--- config.mk ---
export PLATFORM = sky130hd
export DESIGN_NAME = midi_drum_step_sequencer
export DESIGN_NICKNAME = d
export VERILOG_FILES = /design/src/rtl/mdss_pkg.sv /design/src/rtl/midi_drum_step_sequencer.sv
export SDC_FILE = /design/constraint.sdc
export NUM_CORES = 1
export LEC_CHECK = 0
export ABC_AREA = 1
export BUFFER_PORTS_ARGS = -buffer_cell sky130_fd_sc_hd__buf_4
export CORE_MARGIN = 2
export CORE_UTILIZATION = 51
export DETAILED_ROUTE_END_ITERATION = 7
export PLACE_DENSITY = 0.67
export REMOVE_ABC_BUFFERS = 1
export SYNTH_ARGS = -nofsm -noshare
export SYNTH_HDL_FRONTEND = slang
export SYNTH_SLANG_ARGS = --single-unit
export TNS_END_PERCENT = 20
--- constraint.sdc ---
create_clock -name clk -period 6.9 [get_ports clk]
set_input_delay 1.035 -clock clk [delete_from_list [all_inputs] [get_ports clk]]
set_output_delay 1.035 -clock clk [all_outputs]
set_load 0.005 [all_outputs]
--- src/rtl/mdss_pkg.sv ---
// shared constants, codes and address helper for the midi drum step sequencer
// no dependencies
package mdss_pkg;

	localparam int CHANNELS = 4;
	localparam int STEPS    = 16;

	localparam int CH_W    = (CHANNELS > 1) ? $clog2(CHANNELS) : 1;
	localparam int POS_W   = (STEPS > 1) ? $clog2(STEPS) : 1;
	localparam int CNT_W   = $clog2(CHANNELS + 1);
	localparam int DEPTH   = CHANNELS * STEPS;
	localparam int ADDR_W  = (DEPTH > 1) ? $clog2(DEPTH) : 1;

	// midi message constants
	localparam logic [7:0] ST_NOTE_ON  = 8'h99;
	localparam logic [7:0] ST_NOTE_OFF = 8'h89;
	localparam logic [6:0] KEY_BASE    = 7'h20;
	localparam logic [7:0] STEP_OFF    = 8'hFF;

	// input function codes
	localparam logic [1:0] FN_TICK     = 2'd0;
	localparam logic [1:0] FN_PLAY     = 2'd1;
	localparam logic [1:0] FN_PRESS    = 2'd2;
	localparam logic [1:0] FN_SET_END  = 2'd3;

	// preset selector codes
	localparam logic [2:0] SEL_TOGGLE  = 3'd0;
	localparam logic [2:0] SEL_PRESET_A = 3'd1;
	localparam logic [2:0] SEL_PRESET_D = 3'd4;

	// configuration register indexes
	localparam logic [1:0] REG_PRESET_A = 2'd0;
	localparam logic [1:0] REG_PRESET_B = 2'd1;
	localparam logic [1:0] REG_PRESET_C = 2'd2;
	localparam logic [1:0] REG_PRESET_D = 2'd3;

	// play mode codes
	localparam logic [1:0] PM_STOPPED = 2'd0;
	localparam logic [1:0] PM_ARMED   = 2'd1;
	localparam logic [1:0] PM_RUNNING = 2'd3;

	// flat pattern address of a channel row and step column
	function automatic logic [ADDR_W-1:0] pat_addr(input logic [CH_W-1:0] ch,
			input logic [POS_W-1:0] pos);
		pat_addr = ADDR_W'(ADDR_W'(ch) * ADDR_W'(STEPS) + ADDR_W'(pos));
	endfunction

endpackage

--- src/rtl/midi_drum_step_sequencer.sv ---
// top level of the midi drum step sequencer: pattern memory, channel walker
// and message output register; depends on mdss_pkg
//
// usage
//   events enter on start/func/channel/column/preset_sel/midi_ready and are
//   taken at a clock edge with start high and busy low. preset velocities are
//   written through cfg_valid/cfg_ready/cfg_addr/cfg_data (always ready).
//   each midi message leaves on status_byte/note_key/note_velocity/last for
//   exactly one cycle with strobe high; last marks the final message of an
//   event. the receiver cannot stall, so messages leave at most one per cycle.
// timing
//   set end, play start and preset loads finish at the accepting edge and
//   leave busy low. a step toggle is a read-modify-write of the pattern
//   memory: busy stays high through the toggle state, where the inverse is
//   written. ticks and stop walk the channels one per cycle through the
//   single registered memory read port and the shared advance compare; each
//   message passes the registered read, a held-back pending register and the
//   output register, and the final one leaves after busy has fallen.
// reset
//   arst_n clears all control state and positions and sets end steps to the
//   last step and presets to their defaults at once; per-entry valid bits make
//   every pattern step read as off, so no clearing pass is needed.
module midi_drum_step_sequencer (
	input  logic       clk,
	input  logic       arst_n,
	input  logic       start,
	output logic       busy,
	input  logic [1:0] func,
	input  logic [1:0] channel,
	input  logic [3:0] column,
	input  logic [2:0] preset_sel,
	input  logic       midi_ready,
	input  logic       cfg_valid,
	output logic       cfg_ready,
	input  logic [1:0] cfg_addr,
	input  logic [6:0] cfg_data,
	output logic       strobe,
	output logic [7:0] status_byte,
	output logic [6:0] note_key,
	output logic [6:0] note_velocity,
	output logic       last
);
	import mdss_pkg::*;

	typedef enum logic [1:0] {ST_IDLE, ST_TOGGLE, ST_SCAN} state_t;
	typedef enum logic [1:0] {OP_NOTE_ON, OP_NOTE_OFF, OP_STOP} op_t;

	state_t            state_q;
	op_t               op_q;
	logic              ready_q;
	logic [CNT_W-1:0]  cnt_q;
	logic              rd_s1;
	logic [CH_W-1:0]   rd_ch_s1;
	logic [ADDR_W-1:0] addr_q;
	logic [1:0]        play_q;
	logic              phase_q;
	logic [6:0]        preset_q [4];
	logic [POS_W-1:0]  pos_q [CHANNELS];
	logic [POS_W-1:0]  end_q [CHANNELS];
	logic              pend_q;
	logic [CH_W-1:0]   pend_ch_q;
	logic [6:0]        pend_vel_q;

	// pattern memory with per-entry valid bits
	logic [7:0]        pattern [DEPTH];
	logic [DEPTH-1:0]  ent_vld_q;
	logic [7:0]        rd_data_q;
	logic              rd_vld_q;

	logic              accept;
	logic              ch_ok;
	logic              col_ok;
	logic [CH_W-1:0]   idx;
	logic [ADDR_W-1:0] rd_addr;
	logic [ADDR_W-1:0] in_addr;
	logic              we;
	logic [ADDR_W-1:0] waddr;
	logic [7:0]        wdata;
	logic [7:0]        eff;
	logic [POS_W:0]    pos_inc;
	logic [1:0]        psel;
	logic              issue;
	logic              cap_msg;

	assign busy      = (state_q != ST_IDLE);
	assign cfg_ready = 1'b1;
	assign accept    = start && !busy;
	assign ch_ok     = (int'(channel) < CHANNELS);
	assign col_ok    = (int'(column) < STEPS);

	// one channel index serves both the idle event and the walker
	assign idx     = (state_q == ST_IDLE) ? CH_W'(channel) : cnt_q[CH_W-1:0];
	assign in_addr = pat_addr(CH_W'(channel), POS_W'(column));
	assign rd_addr = (state_q == ST_IDLE) ? in_addr : pat_addr(idx, pos_q[idx]);
	assign eff     = rd_vld_q ? rd_data_q : STEP_OFF;
	assign pos_inc = {1'b0, pos_q[idx]} + 1'b1;
	assign psel    = 2'(preset_sel - SEL_PRESET_A);
	assign issue   = (state_q == ST_SCAN) && (cnt_q < CNT_W'(CHANNELS));
	assign cap_msg = rd_s1 && ready_q && ((op_q == OP_STOP) || !eff[7]);

	// memory write port: preset load from idle, inverse in the toggle cycle
	always_comb begin
		we    = 1'b0;
		waddr = in_addr;
		wdata = {1'b0, preset_q[psel]};
		if (state_q == ST_TOGGLE) begin
			we    = 1'b1;
			waddr = addr_q;
			wdata = ~eff;
		end else if (accept && func == FN_PRESS && ch_ok && col_ok &&
				preset_sel >= SEL_PRESET_A && preset_sel <= SEL_PRESET_D) begin
			we = 1'b1;
		end
	end

	// pattern storage and registered read
	always_ff @(posedge clk) begin
		if (we) begin
			pattern[waddr] <= wdata;
		end
		rd_data_q <= pattern[rd_addr];
	end

	// control, state, registers and message output
	always_ff @(posedge clk or negedge arst_n) begin
		if (!arst_n) begin
			state_q     <= ST_IDLE;
			op_q        <= OP_NOTE_ON;
			ready_q     <= 1'b0;
			cnt_q       <= '0;
			rd_s1       <= 1'b0;
			rd_ch_s1    <= '0;
			addr_q      <= '0;
			play_q      <= PM_STOPPED;
			phase_q     <= 1'b0;
			preset_q[0] <= 7'd0;
			preset_q[1] <= 7'd42;
			preset_q[2] <= 7'd84;
			preset_q[3] <= 7'd127;
			for (int i = 0; i < CHANNELS; i++) begin
				pos_q[i] <= '0;
				end_q[i] <= POS_W'(STEPS - 1);
			end
			pend_q        <= 1'b0;
			pend_ch_q     <= '0;
			pend_vel_q    <= '0;
			ent_vld_q     <= '0;
			rd_vld_q      <= 1'b0;
			strobe        <= 1'b0;
			status_byte   <= '0;
			note_key      <= '0;
			note_velocity <= '0;
			last          <= 1'b0;
		end else begin
			strobe   <= 1'b0;
			rd_vld_q <= ent_vld_q[rd_addr];
			if (we) begin
				ent_vld_q[waddr] <= 1'b1;
			end

			// preset registers
			if (cfg_valid && cfg_ready) begin
				unique case (cfg_addr)
					REG_PRESET_A: preset_q[0] <= cfg_data;
					REG_PRESET_B: preset_q[1] <= cfg_data;
					REG_PRESET_C: preset_q[2] <= cfg_data;
					REG_PRESET_D: preset_q[3] <= cfg_data;
					default: ;
				endcase
			end

			unique case (state_q)
				ST_IDLE: begin
					cnt_q   <= '0;
					rd_s1   <= 1'b0;
					ready_q <= midi_ready;
					addr_q  <= in_addr;
					if (accept) begin
						unique case (func)
							FN_TICK: begin
								phase_q <= !phase_q;
								if (!phase_q) begin
									// rising half-beat
									if (play_q != PM_STOPPED) begin
										play_q <= PM_RUNNING;
										if (midi_ready) begin
											op_q    <= OP_NOTE_ON;
											state_q <= ST_SCAN;
										end
									end
								end else if (play_q == PM_RUNNING) begin
									// falling half-beat: off and advance
									op_q    <= OP_NOTE_OFF;
									state_q <= ST_SCAN;
								end
							end
							FN_PLAY: begin
								if (play_q == PM_STOPPED) begin
									play_q <= PM_ARMED;
								end else begin
									play_q <= PM_STOPPED;
									for (int i = 0; i < CHANNELS; i++) begin
										pos_q[i] <= '0;
									end
									if (midi_ready) begin
										op_q    <= OP_STOP;
										state_q <= ST_SCAN;
									end
								end
							end
							FN_PRESS: begin
								if (ch_ok && col_ok && (preset_sel == SEL_TOGGLE ||
										preset_sel > SEL_PRESET_D)) begin
									state_q <= ST_TOGGLE;
								end
							end
							FN_SET_END: begin
								if (ch_ok && col_ok) begin
									end_q[idx] <= POS_W'(column);
									if (pos_q[idx] > POS_W'(column)) begin
										pos_q[idx] <= '0;
									end
								end
							end
							default: ;
						endcase
					end
				end
				ST_TOGGLE: begin
					state_q <= ST_IDLE;
				end
				ST_SCAN: begin
					// issue one channel read per cycle, advancing after the read
					rd_s1    <= issue;
					rd_ch_s1 <= idx;
					if (issue) begin
						cnt_q <= cnt_q + 1'b1;
						if (op_q == OP_NOTE_OFF) begin
							pos_q[idx] <= (pos_inc > {1'b0, end_q[idx]}) ?
								'0 : pos_inc[POS_W-1:0];
						end
					end
					// one message held back so the final one can carry last
					if (cap_msg) begin
						pend_q     <= 1'b1;
						pend_ch_q  <= rd_ch_s1;
						pend_vel_q <= (op_q == OP_NOTE_ON) ? eff[6:0] : 7'd0;
					end
					if ((cap_msg || !rd_s1) && pend_q) begin
						strobe        <= 1'b1;
						status_byte   <= (op_q == OP_NOTE_ON) ? ST_NOTE_ON : ST_NOTE_OFF;
						note_key      <= KEY_BASE + 7'(pend_ch_q);
						note_velocity <= pend_vel_q;
						last          <= !rd_s1;
					end
					if (!rd_s1 && !issue) begin
						pend_q  <= 1'b0;
						state_q <= ST_IDLE;
					end
				end
				default: state_q <= ST_IDLE;
			endcase
		end
	end

endmodule

==> load_flow_metrics.sql, run 1 <==
INSERT INTO impl_metrics (metric_group, metric, value, unit) VALUES
('status', 'status', 'finished clean', ''),
('synthesis', 'ys_types', '48', ''),
('power_and_ir_drop', 'pwr_cell_area', '444.8', 'nW/um^2'),
('timing', 'grt_setup_unrepaired', 'no', ''),
('floorplanning', 'rows', '91', ''),
('clocking', 'cts_sinks', '688', ''),
('critical_path', 'setup.worst_path.end_class', 'register', ''),
('critical_path', 'critical_path_start_type', 'input pin', ''),
('timing', 'slew_viol_final', '0', ''),
('timing', 'fin_crit_sh', '67.59', '%'),
('clocking', 'cts.root.buffer_cell', 'sky130_fd_sc_hd__clkbuf_16', ''),
('synthesis', 'async_flop_share', '24.42', '%'),
('placement', 'detailedPlace.worstSlack', '1.726', 'ns'),
('synthesis', 'yosys_warnings', '0', ''),
('final_layout', 'mostFrequentLayoutCells', 'sky130_fd_sc_hd__nand2_1 (721), sky130_fd_sc_hd__inv_1 (649), sky130_fd_sc_hd__nand3_1 (637), sky130_fd_sc_hd__edfxtp_1 (512), sky130_fd_sc_hd__o21ai_0 (175)', ''),
('global_routing', 'grt_first_pass_wirelength', '124300', 'um'),
('detailed_routing', 'first_pass_iters', '6', ''),
('final_layout', 'mostFrequentLayoutCell', 'sky130_fd_sc_hd__nand2_1', ''),
('timing', 'tightest_slew', '1.211', 'ns'),
('clocking', 'cts_tree', 'built', ''),
('timing', 'fin_crit', '4.664', 'ns'),
('timing', 'achievable-frequency', '214.4', 'MHz'),
('floorplanning', 'die_height', '252.5', 'um'),
('global_routing', 'global_route.overflow_total', '0', ''),
('global_routing', 'grt_start_max_net_pins', '104', ''),
('clocking', 'cts_setup_buffers', '0', ''),
('timing', 'skew', '0.01723', 'ns'),
('detailed_routing', 'violation_count_after_the_first_detailed_routing_iteration', '2623', ''),
('synthesis', 'synth_ff_type', 'sky130_fd_sc_hd__edfxtp_1', ''),
('synthesis', 'synth.yosys.seq_area_share', '62.77', '%'),
('detailed_routing', 'detailroute.via_count', '22940', ''),
('synthesis', 'synthesis.area_per_instance', '9.466', 'um^2'),
('placement', 'dpl_cell_area', '32300', 'um^2'),
('floorplanning', 'die_w', '252.5', 'um'),
('clocking', 'cts_htree_levels', '3', ''),
('power_and_ir_drop', 'peakVddDrop', '0.0003007', 'V'),
('final_layout', 'final_layout_size_suffix_gt1_share', '6.928', '%'),
('timing', 'final-setup-viol-count', '0', ''),
('synthesis', 'synthesis.instances', '3328', ''),
('synthesis', 'syn_area', '31500', 'um^2'),
('placement', 'final_estimated_routing_congestion_in_global_placement', '0.8821', ''),
('power_and_ir_drop', 'p_leak', '15.21', 'nW'),
('detailed_routing', 'post-route-drc-count', '0', ''),
('clocking', 'worst_skew_pair.late_latency', '0.61', 'ns'),
('clocking', 'cts-root-to-sink-buffers', '3', ''),
('critical_path', 'r2r-end', 'pos_q[5]', ''),
('clocking', 'count_of_cells_resized_by_post_cts_repair', '0', ''),
('final_layout', 'final_nets', '3346', ''),
('critical_path', 'regToRegSetupSlack', '2.40', 'ns'),
('floorplanning', 'die_area', '63780', 'um^2'),
('critical_path', 'critical_path_required', '7.14', 'ns'),
('timing', 'final_hold_viol_count', '0', ''),
('placement', 'dp_hpwl', '47280', 'um'),
('detailed_routing', 'routed_wire_length', '79980', 'um'),
('critical_path', 'crit_end', 'pattern[36][1]', ''),
('detailed_routing', 'routed_wire_length_per_instance', '19.26', 'um'),
('clocking', 'hold_buffer_count_at_cts', '0', ''),
('final_layout', 'layout_overhead_on_the_synthesized_area', '9.909', '%'),
('timing', 'fin_ws', '2.236', 'ns'),
('critical_path', 'r2r-start', 'state_q[1]', ''),
('critical_path', 'worst_ep_arrival_time', '4.90', 'ns'),
('synthesis', 'synth_edf_count', '512', ''),
('global_routing', 'groute.usage.overall', '25.39', '%'),
('timing', 'setup_tns', '0', 'ns'),
('final_layout', 'diodes', '0', ''),
('job', 'cap_violations', '0', ''),
('global_routing', 'first_global_vias', '21940', ''),
('floorplanning', 'core-area', '61370', 'um^2'),
('critical_path', 'worst_setup_path_startpoint', 'preset_sel[0]', ''),
('floorplanning', 'start_util', '51.33', '%'),
('critical_path', 'reg2regPathDepth', '23', '');
## power breakdown
group / internal (mW) / leakage (nW) / switching, mW
Clock: 2.22 / 1.15 / 1.56
Sequential: 4.91 / 6.65 / 0.147
Combinational: 1.78 / 7.41 / 4.79
Total: 8.90 / 15.2 / 6.50
## registers in the layout (all words and copies together), names as in the netlist, 7 cells and up
name / count
ent_vld_q: 64
pos_q: 16
end_q: 16
note_velocity: 7
pend_vel_q: 7
rd_data_q: 8
preset_q: 28
pattern: 512
## through the flow
step           cells  utilization [%]  hold WS (ns)
6_report        4153            56.42        0.4554
3_3_place_gp    4020            52.63        0.4388
4_1_cts         4153            56.42        0.4578
2_1_floorplan   3165                -        0.4274
5_1_grt         4153            56.42        0.4722
3_5_place_dp    4020            52.63        0.4451
## how the worst min path moves through the flow
stage	startpoint	cells after the start	to
floorplan	ent_vld_q[0]	2	ent_vld_q[0]
global placement	ent_vld_q[43]	2	ent_vld_q[43]
detailed placement	ent_vld_q[28]	2	ent_vld_q[28]
CTS	ent_vld_q[8]	2	ent_vld_q[8]
global route	ent_vld_q[16]	2	ent_vld_q[16]
finish	ent_vld_q[23]	2	ent_vld_q[23]
## critical path, cell delays in order
cell,delay [ns]
sky130_fd_sc_hd__buf_4,0.17
sky130_fd_sc_hd__inv_1,0.30
sky130_fd_sc_hd__ha_1,0.26
sky130_fd_sc_hd__inv_1,0.05
sky130_fd_sc_hd__ha_1,0.18
sky130_fd_sc_hd__o41ai_2,0.99
sky130_fd_sc_hd__nand2_1,0.95
sky130_fd_sc_hd__nor2_1,0.94
## synth_stat cells, types with 2 or more instances
master / instances / area share (%)
sky130_fd_sc_hd__edfxtp_1: 512 / 49
sky130_fd_sc_hd__o31ai_1: 4 / 0.095
sky130_fd_sc_hd__buf_1: 3 / 0.036
sky130_fd_sc_hd__o21ai_2: 3 / 0.083
sky130_fd_sc_hd__clkbuf_1: 56 / 0.67
sky130_fd_sc_hd__a21oi_1: 7 / 0.11
sky130_fd_sc_hd__nand2_2: 7 / 0.14
sky130_fd_sc_hd__inv_1: 649 / 7.7
sky130_fd_sc_hd__conb_1: 2 / 0.024
sky130_fd_sc_hd__ha_1: 16 / 0.64
sky130_fd_sc_hd__nand2_1: 725 / 8.6
sky130_fd_sc_hd__dfstp_2: 29 / 2.4
sky130_fd_sc_hd__nor3_1: 3 / 0.048
sky130_fd_sc_hd__nand3_1: 638 / 10
sky130_fd_sc_hd__o21ai_1: 4 / 0.064
sky130_fd_sc_hd__nand3b_1: 43 / 1.0
sky130_fd_sc_hd__o22ai_1: 14 / 0.28
sky130_fd_sc_hd__inv_2: 5 / 0.060
sky130_fd_sc_hd__o21ai_0: 182 / 2.9
sky130_fd_sc_hd__nor2_1: 135 / 1.6
sky130_fd_sc_hd__dfxtp_1: 8 / 0.51
sky130_fd_sc_hd__buf_4: 47 / 1.1
sky130_fd_sc_hd__or2_2: 3 / 0.060
sky130_fd_sc_hd__dfrtp_1: 139 / 11
sky130_fd_sc_hd__o21a_1: 2 / 0.048
sky130_fd_sc_hd__buf_2: 64 / 1.0
sky130_fd_sc_hd__a31oi_1: 2 / 0.040
sky130_fd_sc_hd__clkinv_1: 3 / 0.036
sky130_fd_sc_hd__nand4_1: 2 / 0.040
sky130_fd_sc_hd__xor2_1: 3 / 0.083
## routing by layer
layer / up-vias / global-route usage [%] / share of wire, %
met4: 0 / 8.910 / 2.8
met5: - / 0 / 0
met3: 152 / 3.821 / 8.0
met1: 11020 / 35.02 / 42
met2: 1051 / 41.20 / 47
li1: 10720 / - / -
## cell families after synthesis
kind of cell | Yosys count | share of synthesized area (%)
other | 2 | 0.02384
xor gates and xnor gates | 3 | 0.08342
AOI/OAI and AO/OA | 230 | 3.964
buffers and inverters | 827 | 10.67
DFF | 688 | 62.77
adders and majority gates | 16 | 0.6354
and+or+nand+nor | 1562 | 21.86
## layout make-up
class | count | area (um^2)
clock buffer | 102 | 2126
clock inverter | 31 | 200.2
fill | 5227 | 26740
inverter | 657 | 2466
multi-input combinational | 1820 | 8541
sequential | 688 | 19780
tap | 790 | 988.4
timing repair buffer | 65 | 529.3
Power figures use the tool's default switching activity.
==> run 2: changes to the inputs <==
- PLACE_DENSITY: 0.67 -> 0.69
- clock period: 6.9 -> 4.2 ns (I/O delays scaled with it)
==> run 2 against run 1 <==
Effect of this change:
- critical path depth up 13
- routed wire length down 1.6%
- die area unchanged
==> load_flow_metrics.sql, run 2 (synthesis gave the netlist of run 1 again) <==
INSERT INTO impl_metrics (metric_group, metric, value, unit) VALUES
('status', 'status', 'finished clean', ''),
('power_and_ir_drop', 'power.clock.fraction', '24.0', '%'),
('placement', 'port_buffers', '41', ''),
('critical_path', 'critPathMaxFanout', '9', ''),
('floorplanning', 'rows', '91', ''),
('detailed_routing', 'post-route-drc-count', '0', ''),
('critical_path', 'setup.worst_path.end_class', 'register', ''),
('job', 'cap_violations', '0', ''),
('final_layout', 'fillCellCount', '5219', ''),
('clocking', 'cts.root.buffer_cell', 'sky130_fd_sc_hd__clkbuf_16', ''),
('global_routing', 'antenna_found_initial', '0', ''),
('global_routing', 'gr-usage-met2', '39.34', '%'),
('timing', 'skew', '0.01941', 'ns'),
('detailed_routing', 'route.antenna.remaining_nets', '0', ''),
('clocking', 'cts.clk_slew.worst_paths', '0.06', 'ns'),
('critical_path', 'critical_path.n_buffers_inverters', '5', ''),
('power_and_ir_drop', 'power_switching', '10.82', 'mW'),
('detailed_routing', 'detailroute.via_count', '22690', ''),
('clocking', 'cts_tree', 'built', ''),
('final_layout', 'diodes', '0', ''),
('timing', 'tightest_slew', '1.098', 'ns'),
('global_routing', 'grt_most_used_layer', 'met2', ''),
('clocking', 'worst_skew_pair.late_latency', '0.62', 'ns'),
('timing', 'achievable-frequency', '293.2', 'MHz'),
('placement', 'dp_hpwl', '47470', 'um'),
('final_layout', 'sequential_cell_area', '19780', 'um^2'),
('power_and_ir_drop', 'pwr_cell_area', '724.9', 'nW/um^2'),
('placement', 'dpl_cell_area', '33190', 'um^2'),
('detailed_routing', 'routed_wire_length_per_instance', '18.56', 'um'),
('floorplanning', 'die_w', '252.5', 'um'),
('final_layout', 'mostFrequentLayoutCells', 'sky130_fd_sc_hd__nand2_1 (721), sky130_fd_sc_hd__inv_1 (649), sky130_fd_sc_hd__nand3_1 (637), sky130_fd_sc_hd__edfxtp_1 (512), sky130_fd_sc_hd__o21ai_0 (175)', ''),
('timing', 'fin_crit_sh', '81.20', '%'),
('global_routing', 'grt_start_max_net_pins', '123', ''),
('clocking', 'hold_buffer_count_at_cts', '0', ''),
('power_and_ir_drop', 'peakVddDrop', '0.0009432', 'V'),
('power_and_ir_drop', 'p_leak', '15.71', 'nW'),
('clocking', 'cts_sinks', '688', ''),
('timing', 'fin_crit', '3.410', 'ns'),
('clocking', 'cts-root-to-sink-buffers', '3', ''),
('clocking', 'cts_setup_buffers', '0', ''),
('floorplanning', 'die_area', '63780', 'um^2'),
('floorplanning', 'die_height', '252.5', 'um'),
('floorplanning', 'start_util', '51.33', '%'),
('final_layout', 'top_regs', 'pattern (512), ent_vld_q (64), preset_q (28)', ''),
('power_and_ir_drop', 'internal_power', '14.89', 'mW'),
('global_routing', 'met3_usage', '4.974', '%'),
('final_layout', 'regMostFlops', 'pattern', ''),
('critical_path', 'critical_path_required', '4.69', 'ns'),
('final_layout', 'multi_input_comb_area', '8541', 'um^2'),
('power_and_ir_drop', 'combPwrFrac', '43.7', '%'),
('timing', 'max_slew_margin_vs_limit', '26.55', '%'),
('critical_path', 'timing.critical_path.slowest_cell_delay', '0.42', 'ns'),
('timing', 'final_hold_viol_count', '0', ''),
('critical_path', 'worst_path_max_delay_cell', 'sky130_fd_sc_hd__dfrtp_1', ''),
('power_and_ir_drop', 'switching_share', '42.09', '%'),
('global_routing', 'grtUsageMet1', '34.08', '%'),
('final_layout', 'max_reg_flops', '512', ''),
('detailed_routing', 'first_pass_iters', '5', ''),
('final_layout', 'layout_overhead_on_the_synthesized_area', '12.56', '%'),
('final_layout', 'final_cell_area', '35460', 'um^2'),
('critical_path', 'path_class', 'reg -> reg', ''),
('critical_path', 'critical_path_start_type', 'register', ''),
('detailed_routing', 'routed_wire_length', '78680', 'um'),
('global_routing', 'first_global_vias', '21790', ''),
('final_layout', 'final_nets', '3435', ''),
('timing', 'final-setup-viol-count', '0', ''),
('detailed_routing', 'violation_count_after_the_first_detailed_routing_iteration', '2328', ''),
('timing', 'slew_viol_final', '0', ''),
('clocking', 'cts_htree_levels', '3', ''),
('final_layout', 'mostFrequentLayoutCell', 'sky130_fd_sc_hd__nand2_1', ''),
('critical_path', 'critical_path.top_delay_family', 'simple AND/OR/NAND/NOR gates', ''),
('global_routing', 'groute.usage.overall', '24.85', '%'),
('power_and_ir_drop', 'total_power', '25.71', 'mW'),
('floorplanning', 'core-area', '61370', 'um^2'),
('clocking', 'count_of_cells_resized_by_post_cts_repair', '0', ''),
('placement', 'final_estimated_routing_congestion_in_global_placement', '0.9210', ''),
('detailed_routing', 'avgViaCountPerCell', '5.352', ''),
('clocking', 'numCtsBuffers', '72', ''),
('global_routing', 'global_route.overflow_total', '0', ''),
('critical_path', 'cp_cell_sequence', 'inv_1 -> nand2_2 -> o21ai_2 -> nand2_2 -> o22ai_1 -> nor2_1 -> nand2_2 -> inv_1 -> ha_1 -> nand2_1 -> inv_1 -> a221oi_1 -> a21oi_1 -> nand2_1 -> nand4_1 -> nand2_1 -> inv_2 -> o21ai_2 -> inv_1 -> nand2_1 -> o21ai_1', ''),
('hold_path', 'hold_path_class', 'in -> async', ''),
('final_layout', 'final_layout_size_suffix_gt1_share', '9.307', '%'),
('power_and_ir_drop', 'seq_power_share', '32.3', '%'),
('floorplanning', 'ioPinCount', '51', ''),
('global_routing', 'grt_first_pass_wirelength', '122100', 'um'),
('critical_path', 'worst_ep_arrival_time', '3.90', 'ns'),
('timing', 'grt_setup_unrepaired', 'no', '');
## run 2: layer usage
| metal | up-vias | wire (um) |
|---|---|---|
| li1 | 10890 | - |
| met1 | 10780 | 33250 |
| met2 | 830 | 36760 |
| met3 | 189 | 6024 |
| met4 | 0 | 2641 |
| met5 | - | 0 |
## run 2: power groups by stage
stage | Clock (mW) | Combinational [mW] | Sequential [mW]
final | 6.17 | 11.2 | 8.32
after global routing | 6.51 | 12.3 | 8.35
after CTS | 6.24 | 11.1 | 8.31
after detailed placement | 0 | 11.1 | 8.44
after global placement | 0 | 11.0 | 8.44
after floorplan | 0 | 7.07 | 8.40
## run 2: path summary, 6_finish.rpt
kind | from | endpoint | slack, ns | cells past startpoint
worst min-delay path | arst_n | preset_q[7] | 0.1 | 1
max in group asynchronous | arst_n | ent_vld_q[0] | 3.04 | 2
worst max register to register | state_q[1] | pos_q[4] | 0.79 | 21
worst max-delay path | state_q[1] | pos_q[4] | 0.79 | 21
min in group clk | midi_ready | ready_q | 0.28 | 3
worst min register to register | ent_vld_q[40] | ent_vld_q[40] | 0.45 | 2
## run 2: final cells by class
| class | instances | share of cell area (%) |
|---|---|---|
| multi-input cells | 1820 | 24.08 |
| flip-flops and latches | 688 | 55.77 |
| clock buffers | 98 | 5.829 |
| repair buffers | 155 | 3.998 |
| well taps | 790 | 2.787 |
| clock inverters | 31 | 0.5822 |
| inverters | 657 | 6.954 |
## run 2: metrics by stage
| step | hold WS [ns] | util [%] | TNS, ns | worst slack [ns] | std cells |
|---|---|---|---|---|---|
| floorplan | 0.3344 | - | -103.18 | -5.115 | 3165 |
| global placement | 0.4366 | 54.08 | 0 | 0.7385 | 4110 |
| detailed placement | 0.4451 | 54.08 | 0 | 0.6933 | 4110 |
| CTS | 0.1742 | 57.78 | 0 | 0.8704 | 4239 |
| global route | 0.2060 | 57.78 | 0 | 0.4363 | 4239 |
| finish | 0.09761 | 57.78 | 0 | 0.7896 | 4239 |
